File: src/hw/rtl/ifpre_pkg.sv
package ifpre_pkg;

  localparam logic [7:0] HDR_BYTE = 8'hAA;
  localparam int unsigned PAYLOAD_LEN = 17;
  localparam int unsigned FIELD_CNT = 6;
  localparam int unsigned FIFO_DEPTH = 2;

  localparam logic signed [16:0] WRAP_LIMIT = 17'sd18000;
  localparam logic signed [16:0] WRAP_SPAN = 17'sd36000;

  localparam logic [1:0] PH_HUNT1 = 2'd0;
  localparam logic [1:0] PH_HUNT2 = 2'd1;
  localparam logic [1:0] PH_BODY = 2'd2;

  // Last payload byte position: count runs 0..PAYLOAD_LEN-1.
  localparam logic [4:0] LAST_POS = 5'(PAYLOAD_LEN - 1);
  localparam logic [4:0] FIELD_FIRST_POS = 5'd1;
  localparam logic [4:0] FIELD_LAST_POS = 5'd12;

  typedef struct packed {
    logic signed [15:0] yaw;
    logic signed [15:0] pitch;
    logic signed [15:0] roll;
    logic signed [15:0] accel_x;
    logic signed [15:0] accel_y;
    logic signed [15:0] accel_z;
  } frame_t;

  typedef struct packed {
    logic   push;
    frame_t frame;
  } frame_push_t;

endpackage

File: src/hw/rtl/ifpre_deframer.sv
module ifpre_deframer (
  input  logic                 clk,
  input  logic                 rst_n,
  input  logic                 in_push,
  input  logic [7:0]           in_rx_byte,
  input  logic                 fifo_full,
  output logic                 in_full,
  output ifpre_pkg::frame_push_t fpush
);

  logic [1:0]  sync_phase_r, sync_phase_nxt;
  logic [4:0]  payload_count_r, payload_count_nxt;
  logic [7:0]  low_byte_hold_r;
  logic [15:0] field_regs_r [ifpre_pkg::FIELD_CNT];
  logic        accept;
  logic        in_body;
  logic        field_pos;
  logic [2:0]  field_idx;
  logic        frame_done;

  assign in_full = fifo_full;
  assign accept = in_push & ~fifo_full;
  assign in_body = (sync_phase_r == ifpre_pkg::PH_BODY);
  assign field_pos = (payload_count_r >= ifpre_pkg::FIELD_FIRST_POS) &&
                     (payload_count_r <= ifpre_pkg::FIELD_LAST_POS);
  // Even positions 2..12 close fields 0..5.
  assign field_idx = 3'(payload_count_r[4:1] - 4'd1);
  assign frame_done = accept & in_body & (payload_count_r == ifpre_pkg::LAST_POS);

  always_comb begin
    sync_phase_nxt = sync_phase_r;
    payload_count_nxt = payload_count_r;
    if (accept) begin
      case (sync_phase_r)
        ifpre_pkg::PH_HUNT2: begin
          sync_phase_nxt = (in_rx_byte == ifpre_pkg::HDR_BYTE) ?
                           ifpre_pkg::PH_BODY : ifpre_pkg::PH_HUNT1;
          payload_count_nxt = '0;
        end
        ifpre_pkg::PH_BODY: begin
          if (payload_count_r == ifpre_pkg::LAST_POS) begin
            sync_phase_nxt = ifpre_pkg::PH_HUNT1;
            payload_count_nxt = '0;
          end else begin
            payload_count_nxt = payload_count_r + 5'd1;
          end
        end
        default: begin
          sync_phase_nxt = (in_rx_byte == ifpre_pkg::HDR_BYTE) ?
                           ifpre_pkg::PH_HUNT2 : ifpre_pkg::PH_HUNT1;
        end
      endcase
    end
  end

  always_ff @(posedge clk) begin
    if (!rst_n) begin
      sync_phase_r <= ifpre_pkg::PH_HUNT1;
      payload_count_r <= '0;
    end else begin
      sync_phase_r <= sync_phase_nxt;
      payload_count_r <= payload_count_nxt;
    end
  end

  // Capture little-endian halves; payload needs no reset.
  always_ff @(posedge clk) begin
    if (accept && in_body && field_pos) begin
      if (payload_count_r[0]) begin
        low_byte_hold_r <= in_rx_byte;
      end else begin
        field_regs_r[field_idx] <= {in_rx_byte, low_byte_hold_r};
      end
    end
  end

  assign fpush.push = frame_done;
  assign fpush.frame.yaw = field_regs_r[0];
  assign fpush.frame.pitch = field_regs_r[1];
  assign fpush.frame.roll = field_regs_r[2];
  assign fpush.frame.accel_x = field_regs_r[3];
  assign fpush.frame.accel_y = field_regs_r[4];
  assign fpush.frame.accel_z = field_regs_r[5];

  a_count_only_in_body: assert property (@(posedge clk) disable iff (!rst_n)
    (payload_count_r != 5'd0) |-> in_body)
    else $error("payload count running outside frame body");

  a_count_bound: assert property (@(posedge clk) disable iff (!rst_n)
    payload_count_r <= ifpre_pkg::LAST_POS)
    else $error("payload count past last position");

endmodule

File: src/hw/rtl/ifpre_frame_fifo.sv
module ifpre_frame_fifo #(
  parameter int unsigned DEPTH = ifpre_pkg::FIFO_DEPTH
) (
  input  logic                   clk,
  input  logic                   rst_n,
  input  ifpre_pkg::frame_push_t fpush,
  output logic                   full,
  output logic                   empty,
  input  logic                   pop,
  output ifpre_pkg::frame_t      head
);

  localparam int unsigned PW = (DEPTH > 1) ? $clog2(DEPTH) : 1;
  localparam int unsigned CW = $clog2(DEPTH + 1);
  localparam logic [PW-1:0] PTR_LAST = PW'(DEPTH - 1);
  localparam logic [CW-1:0] CNT_FULL = CW'(DEPTH);

  ifpre_pkg::frame_t mem_r [DEPTH];
  logic [PW-1:0] wr_ptr_r, rd_ptr_r;
  logic [CW-1:0] count_r;
  logic          do_push, do_pop;

  assign full = (count_r == CNT_FULL);
  assign empty = (count_r == '0);
  assign do_push = fpush.push & ~full;
  assign do_pop = pop & ~empty;
  assign head = mem_r[rd_ptr_r];

  always_ff @(posedge clk) begin
    if (do_push) begin
      mem_r[wr_ptr_r] <= fpush.frame;
    end
  end

  always_ff @(posedge clk) begin
    if (!rst_n) begin
      wr_ptr_r <= '0;
      rd_ptr_r <= '0;
      count_r <= '0;
    end else begin
      if (do_push) begin
        wr_ptr_r <= (wr_ptr_r == PTR_LAST) ? '0 : wr_ptr_r + PW'(1);
      end
      if (do_pop) begin
        rd_ptr_r <= (rd_ptr_r == PTR_LAST) ? '0 : rd_ptr_r + PW'(1);
      end
      case ({do_push, do_pop})
        2'b10:   count_r <= count_r + CW'(1);
        2'b01:   count_r <= count_r - CW'(1);
        default: count_r <= count_r;
      endcase
    end
  end

  a_count_bound: assert property (@(posedge clk) disable iff (!rst_n)
    count_r <= CNT_FULL)
    else $error("frame queue count overflow");

  a_push_grows: assert property (@(posedge clk) disable iff (!rst_n)
    (do_push && !do_pop) |=> (count_r == $past(count_r) + CW'(1)))
    else $error("frame queue lost a push");

endmodule

File: src/hw/rtl/ifpre_rate_calc.sv
module ifpre_rate_calc (
  input  logic                     clk,
  input  logic                     rst_n,
  input  logic                     fifo_empty,
  input  ifpre_pkg::frame_t        head,
  output logic                     fifo_pop,
  output logic                     out_empty,
  input  logic                     out_pop,
  output logic signed [15:0]       out_roll_cdeg,
  output logic signed [15:0]       out_pitch_cdeg,
  output logic signed [15:0]       out_yaw_cdeg,
  output logic signed [15:0]       out_accel_x_raw,
  output logic signed [15:0]       out_accel_y_raw,
  output logic signed [15:0]       out_accel_z_raw,
  output logic signed [16:0]       out_roll_rate_dps,
  output logic signed [16:0]       out_pitch_rate_dps,
  output logic signed [16:0]       out_yaw_rate_dps,
  output logic                     out_rates_valid
);

  logic               out_valid_r;
  logic               seen_frame_r;
  logic signed [15:0] prev_roll_r, prev_pitch_r, prev_yaw_r;
  logic               take;
  logic signed [16:0] dr, dp, dy_raw, dy;

  assign out_empty = ~out_valid_r;
  assign take = ~fifo_empty & (~out_valid_r | out_pop);
  assign fifo_pop = take;

  always_comb begin
    dr = 17'(head.roll) - 17'(prev_roll_r);
    dp = 17'(head.pitch) - 17'(prev_pitch_r);
    dy_raw = 17'(head.yaw) - 17'(prev_yaw_r);
    dy = dy_raw;
    if (dy_raw > ifpre_pkg::WRAP_LIMIT) begin
      dy = dy_raw - ifpre_pkg::WRAP_SPAN;
    end else if (dy_raw < -ifpre_pkg::WRAP_LIMIT) begin
      dy = dy_raw + ifpre_pkg::WRAP_SPAN;
    end
    if (!seen_frame_r) begin
      dr = '0;
      dp = '0;
      dy = '0;
    end
  end

  always_ff @(posedge clk) begin
    if (!rst_n) begin
      out_valid_r <= 1'b0;
      seen_frame_r <= 1'b0;
      prev_roll_r <= '0;
      prev_pitch_r <= '0;
      prev_yaw_r <= '0;
    end else begin
      if (take) begin
        out_valid_r <= 1'b1;
        seen_frame_r <= 1'b1;
        prev_roll_r <= head.roll;
        prev_pitch_r <= head.pitch;
        prev_yaw_r <= head.yaw;
      end else if (out_pop) begin
        out_valid_r <= 1'b0;
      end
    end
  end

  // Result register; payload needs no reset.
  always_ff @(posedge clk) begin
    if (take) begin
      out_roll_cdeg <= head.roll;
      out_pitch_cdeg <= head.pitch;
      out_yaw_cdeg <= head.yaw;
      out_accel_x_raw <= head.accel_x;
      out_accel_y_raw <= head.accel_y;
      out_accel_z_raw <= head.accel_z;
      out_roll_rate_dps <= dr;
      out_pitch_rate_dps <= dp;
      out_yaw_rate_dps <= dy;
      out_rates_valid <= seen_frame_r;
    end
  end

  a_first_rates_zero: assert property (@(posedge clk) disable iff (!rst_n)
    (out_valid_r && !out_rates_valid) |->
      (out_roll_rate_dps == '0 && out_pitch_rate_dps == '0 && out_yaw_rate_dps == '0))
    else $error("first frame carries nonzero rates");

  a_yaw_wrapped: assert property (@(posedge clk) disable iff (!rst_n)
    out_valid_r |-> (out_yaw_rate_dps <= ifpre_pkg::WRAP_LIMIT + ifpre_pkg::WRAP_LIMIT &&
                     out_yaw_rate_dps >= -(ifpre_pkg::WRAP_LIMIT + ifpre_pkg::WRAP_LIMIT)))
    else $error("yaw rate outside wrapped range");

endmodule

File: src/hw/rtl/imu_frame_parser_rate_estimator.sv
// A frame goes through the frame queue, then the output register, to the out_ ports.
// One byte word per cycle unless in_full; one result per cycle while out_pop holds.
// in_full rises only when the frame queue is full, i.e. the result side stalls long enough.
// Reset (rst_n low, synchronous): hunt for the first header byte, queues empty,
// previous angles zero and no frame seen, so the next frame reports rates_valid = 0.
module imu_frame_parser_rate_estimator #(
  parameter int unsigned FIFO_DEPTH = ifpre_pkg::FIFO_DEPTH
) (
  input  logic               clk,
  input  logic               rst_n,
  input  logic               in_push,
  output logic               in_full,
  input  logic [7:0]         in_rx_byte,
  output logic               out_empty,
  input  logic               out_pop,
  output logic signed [15:0] out_roll_cdeg,
  output logic signed [15:0] out_pitch_cdeg,
  output logic signed [15:0] out_yaw_cdeg,
  output logic signed [15:0] out_accel_x_raw,
  output logic signed [15:0] out_accel_y_raw,
  output logic signed [15:0] out_accel_z_raw,
  output logic signed [16:0] out_roll_rate_dps,
  output logic signed [16:0] out_pitch_rate_dps,
  output logic signed [16:0] out_yaw_rate_dps,
  output logic               out_rates_valid
);

  ifpre_pkg::frame_push_t fpush;
  ifpre_pkg::frame_t      head;
  logic                   fifo_full;
  logic                   fifo_empty;
  logic                   fifo_pop;

  // Front end: hunt for the header pair, count payload bytes, assemble the
  // six little-endian fields and push a complete frame on its last byte.
  ifpre_deframer u_deframer (
    .clk       (clk),
    .rst_n     (rst_n),
    .in_push   (in_push),
    .in_rx_byte(in_rx_byte),
    .fifo_full (fifo_full),
    .in_full   (in_full),
    .fpush     (fpush)
  );

  // Short frame queue: decouple byte intake from result draining.
  ifpre_frame_fifo #(
    .DEPTH(FIFO_DEPTH)
  ) u_frame_fifo (
    .clk  (clk),
    .rst_n(rst_n),
    .fpush(fpush),
    .full (fifo_full),
    .empty(fifo_empty),
    .pop  (fifo_pop),
    .head (head)
  );

  // Back end: difference the angles against the previous frame, wrap yaw
  // once by a full turn, and hold the result in the output register.
  ifpre_rate_calc u_rate_calc (
    .clk               (clk),
    .rst_n             (rst_n),
    .fifo_empty        (fifo_empty),
    .head              (head),
    .fifo_pop          (fifo_pop),
    .out_empty         (out_empty),
    .out_pop           (out_pop),
    .out_roll_cdeg     (out_roll_cdeg),
    .out_pitch_cdeg    (out_pitch_cdeg),
    .out_yaw_cdeg      (out_yaw_cdeg),
    .out_accel_x_raw   (out_accel_x_raw),
    .out_accel_y_raw   (out_accel_y_raw),
    .out_accel_z_raw   (out_accel_z_raw),
    .out_roll_rate_dps (out_roll_rate_dps),
    .out_pitch_rate_dps(out_pitch_rate_dps),
    .out_yaw_rate_dps  (out_yaw_rate_dps),
    .out_rates_valid   (out_rates_valid)
  );

endmodule

File: config.mk
export PLATFORM = sky130hd
export DESIGN_NAME = imu_frame_parser_rate_estimator
export DESIGN_NICKNAME = d
export VERILOG_FILES = /design/src/hw/rtl/ifpre_pkg.sv /design/src/hw/rtl/ifpre_deframer.sv /design/src/hw/rtl/ifpre_frame_fifo.sv /design/src/hw/rtl/ifpre_rate_calc.sv /design/src/hw/rtl/imu_frame_parser_rate_estimator.sv
export SDC_FILE = /design/constraint.sdc
export NUM_CORES = 1
export LEC_CHECK = 0
export BUFFER_PORTS_ARGS = -buffer_cell sky130_fd_sc_hd__buf_2
export CAP_MARGIN = 5
export CORE_ASPECT_RATIO = 1.5
export CORE_MARGIN = 2
export CORE_UTILIZATION = 45
export CTS_CLUSTER_DIAMETER = 150
export DETAILED_ROUTE_END_ITERATION = 16
export SETUP_SLACK_MARGIN = 0.15
export SLEW_MARGIN = 20
export SYNTH_ARGS = -nofsm -noshare
export SYNTH_HDL_FRONTEND = slang
export SYNTH_SLANG_ARGS = --single-unit
File: constraint.sdc
create_clock -name clk -period 9.03 [get_ports clk]
set_clock_uncertainty 0.05 [all_clocks]
set_input_delay 1.806 -clock clk [delete_from_list [all_inputs] [get_ports clk]]
set_output_delay 1.806 -clock clk [all_outputs]
set_load 0.005 [all_outputs]
# Word-level counts from Yosys, hierarchy flattened
# Memory sizes are Yosys's and may differ from the RTL's. A register that Yosys moved wholly into a read port is not among the register bits.
# Index checks and enable logic that the tools add are counted.
# Widths: inputs -> output; s select.
[op_classes] add_sub_neg=11 multipliers=0 div=0 order_cmp=4 eq_ne=8 shift=0 mux=20 bitwise_logic=10 reduce_logical=10
[op_table] op="$sub 16x16->17" n=3
[op_table] op="$mux 17" n=2
[op_table] op="$add 17x17->17 const B" n=1
[op_table] op="$gt 17x16->1 const B" n=1
[op_table] op="$lt 17x16->1 const B" n=1
[op_table] op="$sub 17x17->17 const B" n=1
[op_table] op="$mux 1" n=12
[op_table] op="$pmux 5 s2" n=1
[op_table] op="$eq 8x8->1 const B" n=1
[op_table] op="$pmux 2 s2" n=2
[op_table] op="$and 1x1->1" n=6
[op_table] op="$eq 2x2->1 const B" n=3
[op_table] op="$reduce_and 2->1" n=3
[op_table] op="$reduce_bool 2->1" n=3
[op_table] op="$add 5x1->5 const B" n=1
[op_table] op="$eq 5x5->1 const B" n=1
[op_table] op="$ge 5x1->1 const B" n=1
[op_table] op="$le 5x4->1 const B" n=1
[op_table] op="$mux 5" n=1
[op_table] op="$eq 2x1->1 const B" n=2
[op_table] op="$mux 2" n=2
[op_table] op="$logic_and 1x1->1" n=3
[op_table] op="$not 1->1" n=3
[op_table] op="$sub 3x1->3 const B" n=1
[op_table] op="other kinds (6)" n=7
[totals] reg_bits=217 latch_bits=0 ramBits=288 romBits=0 out_inout_bits=150 wordCells=86 memories=2
[mem_list] name="u_frame_fifo.mem_r" words=2 width=96 rd=1 rd_ports_with_merged_regs=1 wr=1 line="ifpre_frame_fifo.sv:18" source="ifpre_pkg::frame_t mem_r [DEPTH];"
[mem_list] name="u_deframer.field_regs_r" words=6 width=16 rd=6 rd_ports_with_merged_regs=0 wr=1 line="ifpre_deframer.sv:14" source="logic [15:0] field_regs_r [ifpre_pkg::FIELD_CNT];"

# Longest topological paths before layout
[depth] ltp_word=8 ltp_mapped=19 mapped_depth_nobuf=16

# Hierarchy
# From an unflattened synthesis, not the netlist that was laid out.
[hier_totals] cells_unflattened=1380 hier_area_um2=20581.0
[modules_own_cells] mod="ifpre_rate_calc" n_inst=1 cells_per_inst=872 area_each_um2=9653.0
[modules_own_cells] mod="ifpre_frame_fifo" n_inst=1 cells_per_inst=325 area_each_um2=7164.4
[modules_own_cells] mod="ifpre_deframer" n_inst=1 cells_per_inst=183 area_each_um2=3763.6

# Least setup slack after synthesis
# No wires, ideal clock.
[synth_path] path_type="input to register" from="input port out_pop" to="register u_frame_fifo.count_r[1]" setup_time_ps=76 t_arrival_ps=7898 t_required_ps=8904 slack_ps=1007 stages=7 path_cell_list="nor2_1 -> clkbuf_1 -> nor2_1 -> clkbuf_1 -> ha_1 -> or3_1 -> a21boi_0"
[synth_between] elab_chain_cells=5 elab_cells_between_ends=7
[synth_rtl] element="start, declared" line="imu_frame_parser_rate_estimator.sv:15" source="input logic out_pop,"
[synth_rtl] element="$or 1x1->1 (*)" line="ifpre_rate_calc.sv:28" source="assign take = ~fifo_empty & (~out_valid_r | out_pop);"
[synth_rtl] element="$and 1x1->1 (*)" line="ifpre_rate_calc.sv:28"
[synth_rtl] element="net fifo_pop" line="imu_frame_parser_rate_estimator.sv:32" source="logic fifo_pop;"
[synth_rtl] element="$and 1x1->1 (*)" line="ifpre_frame_fifo.sv:26" source="assign do_pop = pop & ~empty;"
[synth_rtl] element="$eq 2x1->1 / $eq 2x2->1 (equally long branches)" line="ifpre_frame_fifo.sv:47" source="case ({do_push, do_pop})"
[synth_rtl] element="$pmux 2 s2 / $reduce_bool 2->1 (equally long branches)"
[synth_rtl] element="end signal, assigned" line="ifpre_frame_fifo.sv:48" source="2'b10: count_r <= count_r + CW'(1);"
[synth_rtl] element="end signal, assigned" line="ifpre_frame_fifo.sv:49" source="2'b01: count_r <= count_r - CW'(1);"
[synth_rtl] element="end signal, assigned" line="ifpre_frame_fifo.sv:50" source="default: count_r <= count_r;"
[synth_rtl] element="end, declared" line="ifpre_frame_fifo.sv:20" source="logic [CW-1:0] count_r;"
# Mark *: on every way through the listed nets, which the timed path passes. The rest lies on a longest branch.
# A chain may end at the register's enable or synchronous reset.

==> flow_summary.json <==
{
  "htreeDepth": 2,
  "drt_iter0_markers": 686,
  "async_flop_share_pct": 0,
  "ctsHoldBuffers": 0,
  "place.port_buffers": 161,
  "num_io_pins": 162,
  "synthTopCellsByArea": "edfxtp_1 (66%), dfxtp_1 (6.1%), mux2_2 (5.1%), ha_1 (3.8%), o311a_1 (2.1%)",
  "worstMarginPinSlew_ns": 1.08,
  "grt_max_degree": 164,
  "synth.cell_area_um2": 20300,
  "worstPathRequired_ns": 9.35,
  "dp_hpwl_um": 26200,
  "antenna_found_initial": 0,
  "postCtsSetupBuffers": 0,
  "grt_overflow_total": 0,
  "yosysMostFrequentCell": "edfxtp_1",
  "ys.flop_type": "edfxtp_1",
  "cp-end-kind": "flop",
  "viasPerCell": 5.33,
  "rows": 95,
  "p_leak_nw": 8.14,
  "core-area_um2": 44700,
  "min_path_type": "flop to flop",
  "yosysUniqueCellTypes": 72,
  "crit_family": "compound AO/OA/AOI/OAI gates",
  "grt_pass1_vias": 11148,
  "yosysTopAreaCell": "edfxtp_1",
  "drive_gt1_share_pct": 24.5,
  "clk_latency_ns": 0.57,
  "cts_sinks": 506,
  "crit_type": "flop to flop",
  "path_buf_inv": 1,
  "maxSlewHeadroom_pct": 28.1,
  "grt_setup_unrepaired": "no",
  "n_antenna_cell": 0,
  "hold_viol": 0,
  "synth_fp_nets": 1370,
  "cts_resized": 0,
  "maxSlewViolCount": 0,
  "period_share_pct": 55.1,
  "crit_arrival_ns": 5.30,
  "fillCellCount": 3757,
  "gr-usage-all-layers_pct": 17.7,
  "vias": 11152,
  "routedWlPerCell_um": 19.6,
  "syn_avg_cell_area_um2": 15.7,
  "cp_max_fo": 56,
  "clock.fmax_mhz": 201,
  "crit_top_cell": "ha_1",
  "finalSetupViolCount": 0,
  "postSynthCellCount": 1293,
  "dieArea_um2": 46800,
  "cts_root_buf": "clkbuf_16",
  "synth-seq-cells": 506,
  "drt_drc_violations_left": 0,
  "grt_first_pass_wirelength_um": 63600,
  "synth_edf_count": 444,
  "critPathMaxStageDelay_ns": 0.88,
  "yosysTopAreaCellShare_pct": 65.8,
  "fp.dieW_um": 177,
  "final_antenna_net_count": 0,
  "yosys_warnings": 0,
  "gp_congestion": 0.840,
  "max-vdd-ir-drop_mv": 0.173,
  "fin_setup_tns_ns": 0,
  "die_h_um": 264,
  "cap_violations": 0,
  "synth_common_cells": "edfxtp_1 (444), mux2_2 (92), inv_1 (81)",
  "clock_path_buffers": 3,
  "drtPass1Iterations": 5,
  "crit_slowest_cell": "dfxtp_4",
  "status": "complete, no violations",
  "nNetsFinal": 1548,
  "area_delta_synth_final_pct": 15.1,
  "routed_wl_um": 41100,
  "final_area_um2": 23300,
  "placed_cell_area_um2": 21800,
  "ys_seq_area_share_pct": 71.9,
  "initial_core_util_pct": 45.3,
  "cts_tree": "yes",
  "cts_made_buffers": 46,
  "powerDensity_nw_per_um2": 310,
  "min_period_ns": 4.97,
  "cp_cell_sequence": "mux2i_1, ha_1, fa_1, and3b_1, o31a_1, nor2_1, xnor2_1, inv_1, ha_1, nand2_1, a21o_1, o221ai_1, a31o_1, a211oi_1, mux2_1, a311oi_1",
  "start_kind": "flop",
  "clkTransAtPathRegs_ns": 0.07
}
-- worst reg2reg max path, delay by kind of cell (launching register included) --
family,cells,cell delay (ns)
flops,1,0.88
fa+ha+maj,3,0.95
simple gates,3,0.41
compound gates,6,1.31
xor+xnor,1,0.33
buf+inv,1,0.19
mux,2,0.67
-- state kept, by name, indices dropped and copies added, names as in the netlist, 17 cells and up, named ones only --
| register | count |
|---|---|
| u_frame_fifo.mem_r | 192 |
| u_rate_calc.out_roll_rate_dps | 17 |
| u_rate_calc.out_yaw_rate_dps | 17 |
| u_rate_calc.out_pitch_rate_dps | 17 |
| u_deframer.field_regs_r | 96 |
-- layout make-up --
cell class | instances | area (um2) | area share [%]
inverters | 82 | 308 | 1.32
clock inverters | 29 | 295 | 1.27
repair buffers | 176 | 931 | 3.99
clock buffers | 57 | 1230 | 5.29
well taps | 582 | 728 | 3.12
flip-flops and latches | 506 | 14600 | 62.5
multi-input cells | 659 | 5250 | 22.5
-- stage by stage --
stage	power (mW)	utilization (%)	cells	setup slack [ns]	hold WS (ns)
6_report	7.23	52.2	2091	4.06	0.390
3_3_place_gp	5.27	48.8	2005	4.23	0.372
5_1_grt	7.66	52.2	2091	3.61	0.403
3_5_place_dp	5.31	48.8	2005	4.13	0.381
4_1_cts	7.29	52.2	2091	4.10	0.389
2_1_floorplan	4.76	-	1293	1.01	0.356
-- final timing paths --
check / startpoint / endpoint / slack [ns] / depth (start not counted)
worst max-delay path: flop / u_rate_calc.out_yaw_rate_dps[15] / 4.06 / 16
worst min-delay path: u_deframer.field_regs_r[5][11] / u_frame_fifo.mem_r[1][11] / 0.39 / 0
worst max register to register: flop / u_rate_calc.out_yaw_rate_dps[15] / 4.06 / 16
worst min register to register: u_deframer.field_regs_r[5][11] / u_frame_fifo.mem_r[1][11] / 0.39 / 0
-- where the power goes --
group / switching, mW / total, mW / internal [mW]
sequential: 0.116 / 3.00 / 2.88
clock: 0.843 / 1.97 / 1.12
combinational: 1.35 / 2.27 / 0.918
total: 2.31 / 7.23 / 4.92
-- metal layers --
layer	part of all wire (%)	global-route usage, %
met1	42	22.3
met2	52	31.5
met3	4.5	2.75
met4	2.0	4.72
met5	0	0
-- cells by family (layout without fill, tap and decap cells) --
group	Yosys count	in the layout	share of synthesized area, %
xor gates and xnor gates	33	33	1.50
and+or+nand+nor	208	208	5.19
adders and majority gates	65	65	4.12
muxes	109	109	5.96
DFF	506	506	71.9
AOI/OAI and AO/OA	244	244	8.86
buffers and inverters	128	344	2.45
-- layout by cell type, fill, tap and decap left out, drive strengths merged, types with 17 or more instances in the layout --
cell    Yosys  final
a21oi      29     29
buf        11    176
clkbuf     35     57
clkinv      0     19
dfxtp      62     62
edfxtp    444    444
ha         62     62
inv        82     85
mux2       93     93
nand2      38     38
nor2       59     59
nor3       30     30
o21ai      81     81
o311a      42     42
xor2       17     17
(Power assumes the default switching activity.)
